--- config.mk ---
export PLATFORM = sky130hd
export DESIGN_NAME = adts_frame_splitter
export DESIGN_NICKNAME = d
export VERILOG_FILES = /design/src/design/adts_pkg.sv /design/src/design/adts_core.sv /design/src/design/adts_frame_splitter.sv
export SDC_FILE = /design/constraint.sdc
export NUM_CORES = 1
export LEC_CHECK = 0
export BUFFER_PORTS_ARGS = -buffer_cell sky130_fd_sc_hd__buf_2
export CAP_MARGIN = 20
export CORE_MARGIN = 2
export CORE_UTILIZATION = 48
export CTS_BUF_LIST = sky130_fd_sc_hd__clkbuf_4
export CTS_CLUSTER_SIZE = 8
export DETAILED_ROUTE_END_ITERATION = 6
export PLACE_DENSITY = 0.68
export SKIP_CTS_REPAIR_TIMING = 1
export SLEW_MARGIN = 20
export SYNTH_ARGS = -nofsm -noshare
export SYNTH_HDL_FRONTEND = slang
export SYNTH_HIERARCHICAL = 1
export SYNTH_SLANG_ARGS = --single-unit
export TNS_END_PERCENT = 5
--- constraint.sdc ---
create_clock -name i_clk -period 6.9 [get_ports i_clk]
set_input_delay 1.38 -clock i_clk [delete_from_list [all_inputs] [get_ports i_clk]]
set_output_delay 1.38 -clock i_clk [all_outputs]
set_load 0.005 [all_outputs]
--- src/design/adts_pkg.sv ---
// Shared types and constants for the ADTS frame splitter.
`timescale 1ns / 1ps

package adts_pkg;

    localparam logic [7:0]  SYNC_BYTE       = 8'hFF;
    localparam logic [3:0]  SYNC_NIBBLE     = 4'hF;
    localparam logic [2:0]  HDR_FIRST_IDX   = 3'd2;
    localparam logic [2:0]  HDR_LAST_IDX    = 3'd6;
    localparam logic [12:0] HDR_BYTES       = 13'd7;
    localparam logic [12:0] MIN_FRAME_RESET = 13'd32;

    typedef enum logic [2:0] {
        PH_HUNT = 3'b001,
        PH_HEAD = 3'b010,
        PH_SKIP = 3'b100
    } t_phase;

    typedef struct packed {
        logic [12:0] frame_length;
        logic        mpeg_id;
        logic [1:0]  layer_bits;
        logic        crc_absent;
        logic [1:0]  profile_code;
        logic [3:0]  rate_index;
        logic [2:0]  channel_code;
        logic [10:0] fullness;
        logic [1:0]  raw_blocks;
        logic        long_enough;
    } t_desc;

    // Header bytes 1..6, byte 1 in the top bits; long_enough is filled by the caller.
    function automatic t_desc hdr_decode(input logic [47:0] hdr);
        t_desc      d;
        logic [7:0] b1, b2, b3, b4, b5, b6;
        b1 = hdr[47:40];
        b2 = hdr[39:32];
        b3 = hdr[31:24];
        b4 = hdr[23:16];
        b5 = hdr[15:8];
        b6 = hdr[7:0];
        d.frame_length = {b3[1:0], b4, b5[7:5]};
        d.mpeg_id      = b1[3];
        d.layer_bits   = b1[2:1];
        d.crc_absent   = b1[0];
        d.profile_code = b2[7:6];
        d.rate_index   = b2[5:2];
        d.channel_code = {b2[0], b3[7:6]};
        d.fullness     = {b5[4:0], b6[7:2]};
        d.raw_blocks   = b6[1:0];
        d.long_enough  = 1'b0;
        return d;
    endfunction

endpackage

--- src/design/adts_core.sv ---
// Sync hunt, header gather and payload skip state machine.
`timescale 1ns / 1ps

module adts_core (
    input  logic          i_clk,
    input  logic          i_rst_n,
    input  logic          i_fire,
    input  logic [7:0]    i_byte,
    input  logic          i_last,
    input  logic [12:0]   i_min_len,
    output logic          o_emit,
    output adts_pkg::t_desc o_desc
);
    import adts_pkg::*;

    t_phase      r_phase, n_phase;
    logic [7:0]  r_prev, n_prev;
    logic [2:0]  r_idx, n_idx;
    logic [39:0] r_hdr, n_hdr;
    logic [12:0] r_skip, n_skip;

    t_desc       dec;
    logic        emit;

    always_comb begin
        dec = hdr_decode({r_hdr, i_byte});
        dec.long_enough = (dec.frame_length >= i_min_len);
    end

    always_comb begin
        n_phase = r_phase;
        n_prev  = r_prev;
        n_idx   = r_idx;
        n_hdr   = r_hdr;
        n_skip  = r_skip;
        emit    = 1'b0;
        case (r_phase)
            PH_HEAD: begin
                n_hdr = {r_hdr[31:0], i_byte};
                if (r_idx >= HDR_LAST_IDX) begin
                    emit = 1'b1;
                    if (dec.frame_length > HDR_BYTES) begin
                        n_phase = PH_SKIP;
                        n_skip  = dec.frame_length - HDR_BYTES;
                        n_idx   = 3'd0;
                    end else begin
                        n_phase = PH_HUNT;
                        n_prev  = 8'd0;
                        n_idx   = 3'd0;
                        n_skip  = 13'd0;
                    end
                end else begin
                    n_idx = r_idx + 3'd1;
                end
            end
            PH_SKIP: begin
                if (r_skip <= 13'd1) begin
                    n_phase = PH_HUNT;
                    n_prev  = 8'd0;
                    n_idx   = 3'd0;
                    n_skip  = 13'd0;
                end else begin
                    n_skip = r_skip - 13'd1;
                end
            end
            default: begin
                if (r_prev == SYNC_BYTE && i_byte[7:4] == SYNC_NIBBLE) begin
                    n_phase = PH_HEAD;
                    n_hdr   = {32'd0, i_byte};
                    n_idx   = HDR_FIRST_IDX;
                    n_prev  = 8'd0;
                end else begin
                    n_phase = PH_HUNT;
                    n_prev  = i_byte;
                end
            end
        endcase
        // end of buffer: no sync pair spans two buffers
        if (i_last) begin
            n_phase = PH_HUNT;
            n_prev  = 8'd0;
            n_idx   = 3'd0;
            n_skip  = 13'd0;
        end
    end

    always_ff @(posedge i_clk) begin
        if (!i_rst_n) begin
            r_phase <= PH_HUNT;
            r_prev  <= 8'd0;
            r_idx   <= 3'd0;
            r_skip  <= 13'd0;
        end else if (i_fire) begin
            r_phase <= n_phase;
            r_prev  <= n_prev;
            r_idx   <= n_idx;
            r_skip  <= n_skip;
        end
    end

    always_ff @(posedge i_clk) begin
        if (i_fire) begin
            r_hdr <= n_hdr;
        end
    end

    assign o_emit = emit;
    assign o_desc = dec;

endmodule

--- src/design/adts_frame_splitter.sv ---
// Top level of the ADTS frame splitter: handshakes, config register, result register.
`timescale 1ns / 1ps

// Takes one byte per clock while o_in_stall is low. Each item passes an input register and
// then the parser state machine, whose descriptor lands in the result register once the
// seventh header byte has passed the input register and the parser. The
// single-cycle state update in adts_core sets the rate of one item per cycle;
// o_in_stall rises only when both registers are full and the output is stalled.
module adts_frame_splitter (
    input  logic        i_clk,
    input  logic        i_rst_n,
    input  logic        i_cfg_wr_en,
    input  logic [12:0] i_cfg_wr_data,
    input  logic        i_in_valid,
    output logic        o_in_stall,
    input  logic [7:0]  i_data_byte,
    input  logic        i_buffer_end,
    output logic        o_out_valid,
    input  logic        i_out_stall,
    output logic [12:0] o_frame_length,
    output logic        o_mpeg_id,
    output logic [1:0]  o_layer_bits,
    output logic        o_crc_absent,
    output logic [1:0]  o_profile_code,
    output logic [3:0]  o_rate_index,
    output logic [2:0]  o_channel_code,
    output logic [10:0] o_fullness,
    output logic [1:0]  o_raw_blocks,
    output logic        o_long_enough
);
    import adts_pkg::*;

    logic [12:0] r_min_len;
    logic        r_in_valid;
    logic [7:0]  r_in_byte;
    logic        r_in_last;
    logic        r_out_valid;
    t_desc       r_desc;

    logic        out_free;
    logic        fire;
    logic        emit;
    t_desc       desc;

    assign out_free   = !r_out_valid || !i_out_stall;
    assign fire       = r_in_valid && out_free;
    assign o_in_stall = r_in_valid && !out_free;

    always_ff @(posedge i_clk) begin
        if (!i_rst_n) begin
            r_min_len <= MIN_FRAME_RESET;
        end else if (i_cfg_wr_en) begin
            r_min_len <= i_cfg_wr_data;
        end
    end

    always_ff @(posedge i_clk) begin
        if (!i_rst_n) begin
            r_in_valid <= 1'b0;
        end else if (!o_in_stall) begin
            r_in_valid <= i_in_valid;
        end
    end

    always_ff @(posedge i_clk) begin
        if (i_in_valid && !o_in_stall) begin
            r_in_byte <= i_data_byte;
            r_in_last <= i_buffer_end;
        end
    end

    adts_core u_core (
        .i_clk     (i_clk),
        .i_rst_n   (i_rst_n),
        .i_fire    (fire),
        .i_byte    (r_in_byte),
        .i_last    (r_in_last),
        .i_min_len (r_min_len),
        .o_emit    (emit),
        .o_desc    (desc)
    );

    always_ff @(posedge i_clk) begin
        if (!i_rst_n) begin
            r_out_valid <= 1'b0;
        end else if (out_free) begin
            r_out_valid <= fire && emit;
        end
    end

    always_ff @(posedge i_clk) begin
        if (fire && emit) begin
            r_desc <= desc;
        end
    end

    assign o_out_valid    = r_out_valid;
    assign o_frame_length = r_desc.frame_length;
    assign o_mpeg_id      = r_desc.mpeg_id;
    assign o_layer_bits   = r_desc.layer_bits;
    assign o_crc_absent   = r_desc.crc_absent;
    assign o_profile_code = r_desc.profile_code;
    assign o_rate_index   = r_desc.rate_index;
    assign o_channel_code = r_desc.channel_code;
    assign o_fullness     = r_desc.fullness;
    assign o_raw_blocks   = r_desc.raw_blocks;
    assign o_long_enough  = r_desc.long_enough;

endmodule

==> results.md <==
* Max Slew Vio Count at 0
* Total grt overflow at 0
* DRC at 0
* CTS H-tree depth at 4
* FF-to-FF setup slack at 4260 ps
* Crit Path Max Fanout at 3
* Number of buffers created by CTS at 17
* Synth Area in Adders at 3.69%
* Startpoint class of the critical path: input pin
* Peak per-stage delay on the critical path at 200 ps
* Hold Vio Cnt, Final at 0
* Min cycle time layout at 3220 ps
* Post-synthesis register bit count at 127
* WL/cell at 16.2 um
* Critical path's slowest cell: and3_1
* Pwr per Cell Area at 226 nW/um2
* Synthesis-to-layout area growth at 8.53%
* Die Width at 114 um
* Req. time, crit path at 5520 ps
* Critical path buffers and inverters at 2
* Initial antenna violation count at 0
* Clock-pin slew on the worst setup and hold paths at 110 ps
* Max Cap Viol at 0
* I/O pin cnt at 69
* Post-synthesis cell area at 5770 um2
* Max transition margin at 32.5%
* Die area at 12900 um2
* Latest clock arrival within the worst-skew pair at 510 ps
* Simple-Gate Fraction of Synth Area at 13.5%
* Worst path top cell family by delay: buffers and inverters
* Antenna viol nets, final at 0
* VDD IR max at 128 uV
* Root buf cell: clkbuf_4
* GRT Util Overall at 17.8%
* Fmax at 0.311 GHz
* Final setup viols at 0
* Setup CP Type: input pin to output port
* Drt via density at 5.51
* Post-synth top flop: edfxtp_1
* Mapped Avg Cell Area at 12.1 um2
* Gpl congestion at 0.897
* Largest net degree at the start of global routing at 38
* Post-synthesis mux area share at 2.60%
* Final period util at 46.7%
* DRT Wirelength at 10900 um
* Starting DRT DRC Count at 257
* Die extent in y at 114 um
* RSZ-0062 raised after global routing: no
* Initial core utilization at 48.6%
* Fin Setup TNS at 0 ps
* Port-buffer cells at 68
* Synth cell types at 55
* Number of flops mapped to enable cells by yosys at 85
* Layout cell share with drive strength beyond 1 at 21.1%
* Syn Inst Count at 476
* # fillers at 1019
* Worst path cell trace: buf_2 > and3_1 > buf_2
* Worst hold path type: flop to flop
* Compound-Gate Fraction of Synth Area at 10.9%
* Most used cell along the critical path: buf_2
* Number of global-route vias before repair at 3650
* Core area at 11900 um2
* Detail Placement HPWL at 7310 um
* Status: complete, no violations
* Row count at 40
* Worst Skew at 15.6 ps
* Register area share after synthesis at 58.8%
* Crit end category: output port
* P_leak at 2.18 nW
* CP arrival at 1840 ps
* First-pass GRT wire length at 17800 um
* Worst hold slack at 426 ps
* Synth Area in XOR/XNOR at 2.13%
* Yosys warnings at 6
* Worst Tran Pin Value at 1010 ps
* Final #Nets at 556
* Largest family of logic cells by synthesized area: simple AND/OR/NAND/NOR gates
* Syn nets at 520
* CTS tree: yes
* Vias at 3700
* Sink Count at 127
* DR pass1 iterations at 5
* Clock buffer depth at 2
* Antenna fix cells at 0
* Synth async-reset ratio at 0%
## cell type report
cell class / instances / area (um2) / area share, %
Clock inverter: 13 / 170 / 2.72
Tap cell: 147 / 184 / 2.94
Inverter: 26 / 97.6 / 1.56
Timing Repair Buffer: 71 / 363 / 5.80
Clock buffer: 19 / 143 / 2.28
Multi-Input combinational cell: 269 / 1910 / 30.5
Sequential cell: 127 / 3390 / 54.2
## metrics by stage
step	cells	utilization [%]	cell area [um2]	setup WS [ps]	total power [mW]
2_1_floorplan	476	-	5770	3080	0.872
3_3_place_gp	640	50.1	5950	3520	0.883
3_5_place_dp	640	50.1	5950	3360	0.885
4_1_cts	672	52.8	6260	3680	1.43
5_1_grt	672	52.8	6260	3660	1.47
6_report	672	52.8	6260	3680	1.42
## where the power goes
part	switching, mW	total, mW	internal, mW
combinational	0.0247	0.0458	0.0210
clock	0.257	0.548	0.291
sequential	0.00819	0.822	0.814
total	0.290	1.42	1.13
## routing by layer
layer	vias to the layer above	global-route usage [%]	routed length, um
li1	1781	-	-
met1	1786	22.5	4820
met2	122	29.1	5370
met3	11	5.21	615
met4	0	6.67	112
met5	-	0	0
## flip-flops by register name, indices dropped and copies added (netlist names)
name and count:
o_channel_code 3, o_crc_absent 1, o_frame_length 13, o_fullness 11, o_layer_bits 2, o_long_enough 1
o_mpeg_id 1, o_out_valid 1, o_profile_code 2, o_rate_index 4, o_raw_blocks 2, r_in_byte 8
r_in_last 1, r_in_valid 1, r_min_len 13, u_core/r_hdr 36, u_core/r_idx 3, u_core/r_phase 3
u_core/r_prev 8, u_core/r_skip 13
## cell families (layout without fill, tap and decap cells)
family | Yosys count | in the layout
and+or+nand+nor | 137 | 137
DFF | 127 | 127
AOI/OAI and AO/OA | 86 | 86
buffers and inverters | 80 | 129
adders and majority gates | 17 | 17
muxes | 15 | 15
xor gates and xnor gates | 14 | 14
## synth_stat cells, types with 4 or more instances
cell type | instances | area share (%)
nand3_1 | 10 | 0.87
dfxtp_1 | 42 | 15
nor3b_1 | 4 | 0.52
nor2_1 | 13 | 0.85
a21o_1 | 6 | 0.78
edfxtp_1 | 85 | 44
o22ai_1 | 14 | 1.5
nand2b_1 | 4 | 0.43
xnor2_1 | 6 | 0.91
nor2b_1 | 14 | 1.5
nand4_1 | 7 | 0.76
a21oi_1 | 11 | 0.95
mux2i_1 | 15 | 2.6
xor2_1 | 8 | 1.2
o21ai_0 | 13 | 1.1
a22o_1 | 8 | 1.2
o211ai_1 | 5 | 0.65
inv_1 | 26 | 1.7
clkbuf_1 | 9 | 0.59
a32oi_1 | 8 | 1.2
ha_1 | 17 | 3.7
nand2_1 | 24 | 1.6
nor3_1 | 12 | 1.0
and2_1 | 29 | 3.1
buf_4 | 39 | 5.1
## final timing paths
| kind | from | end | cells after the start |
|---|---|---|---|
| worst min-delay path | u_core/r_hdr[31] | o_profile_code[1] | 0 |
| worst max register to register | u_core/r_hdr[14] | u_core/r_skip[1] | 5 |
| worst max-delay path | i_out_stall | o_in_stall | 3 |
| worst min register to register | u_core/r_hdr[31] | o_profile_code[1] | 0 |
## cell usage in the layout (no fill, tap or decap), types with 4 or more instances in the layout
cell type	count
xnor2_1	6
nand2_1	24
a32oi_1	8
clkbuf_4	19
buf_2	68
dfxtp_1	42
nor3_1	12
nand2b_1	4
o21ai_0	13
edfxtp_1	85
xor2_1	8
and2_1	29
o211ai_1	5
nand4_1	7
ha_1	17
a21oi_1	10
mux2i_1	15
a22o_1	8
o22ai_1	14
bufinv_16	4
nor2b_1	14
clkinv_1	4
nand3_1	10
inv_1	26
a21o_1	6
nor2_1	13
No activity file was read; power rests on OpenSTA's default activity.
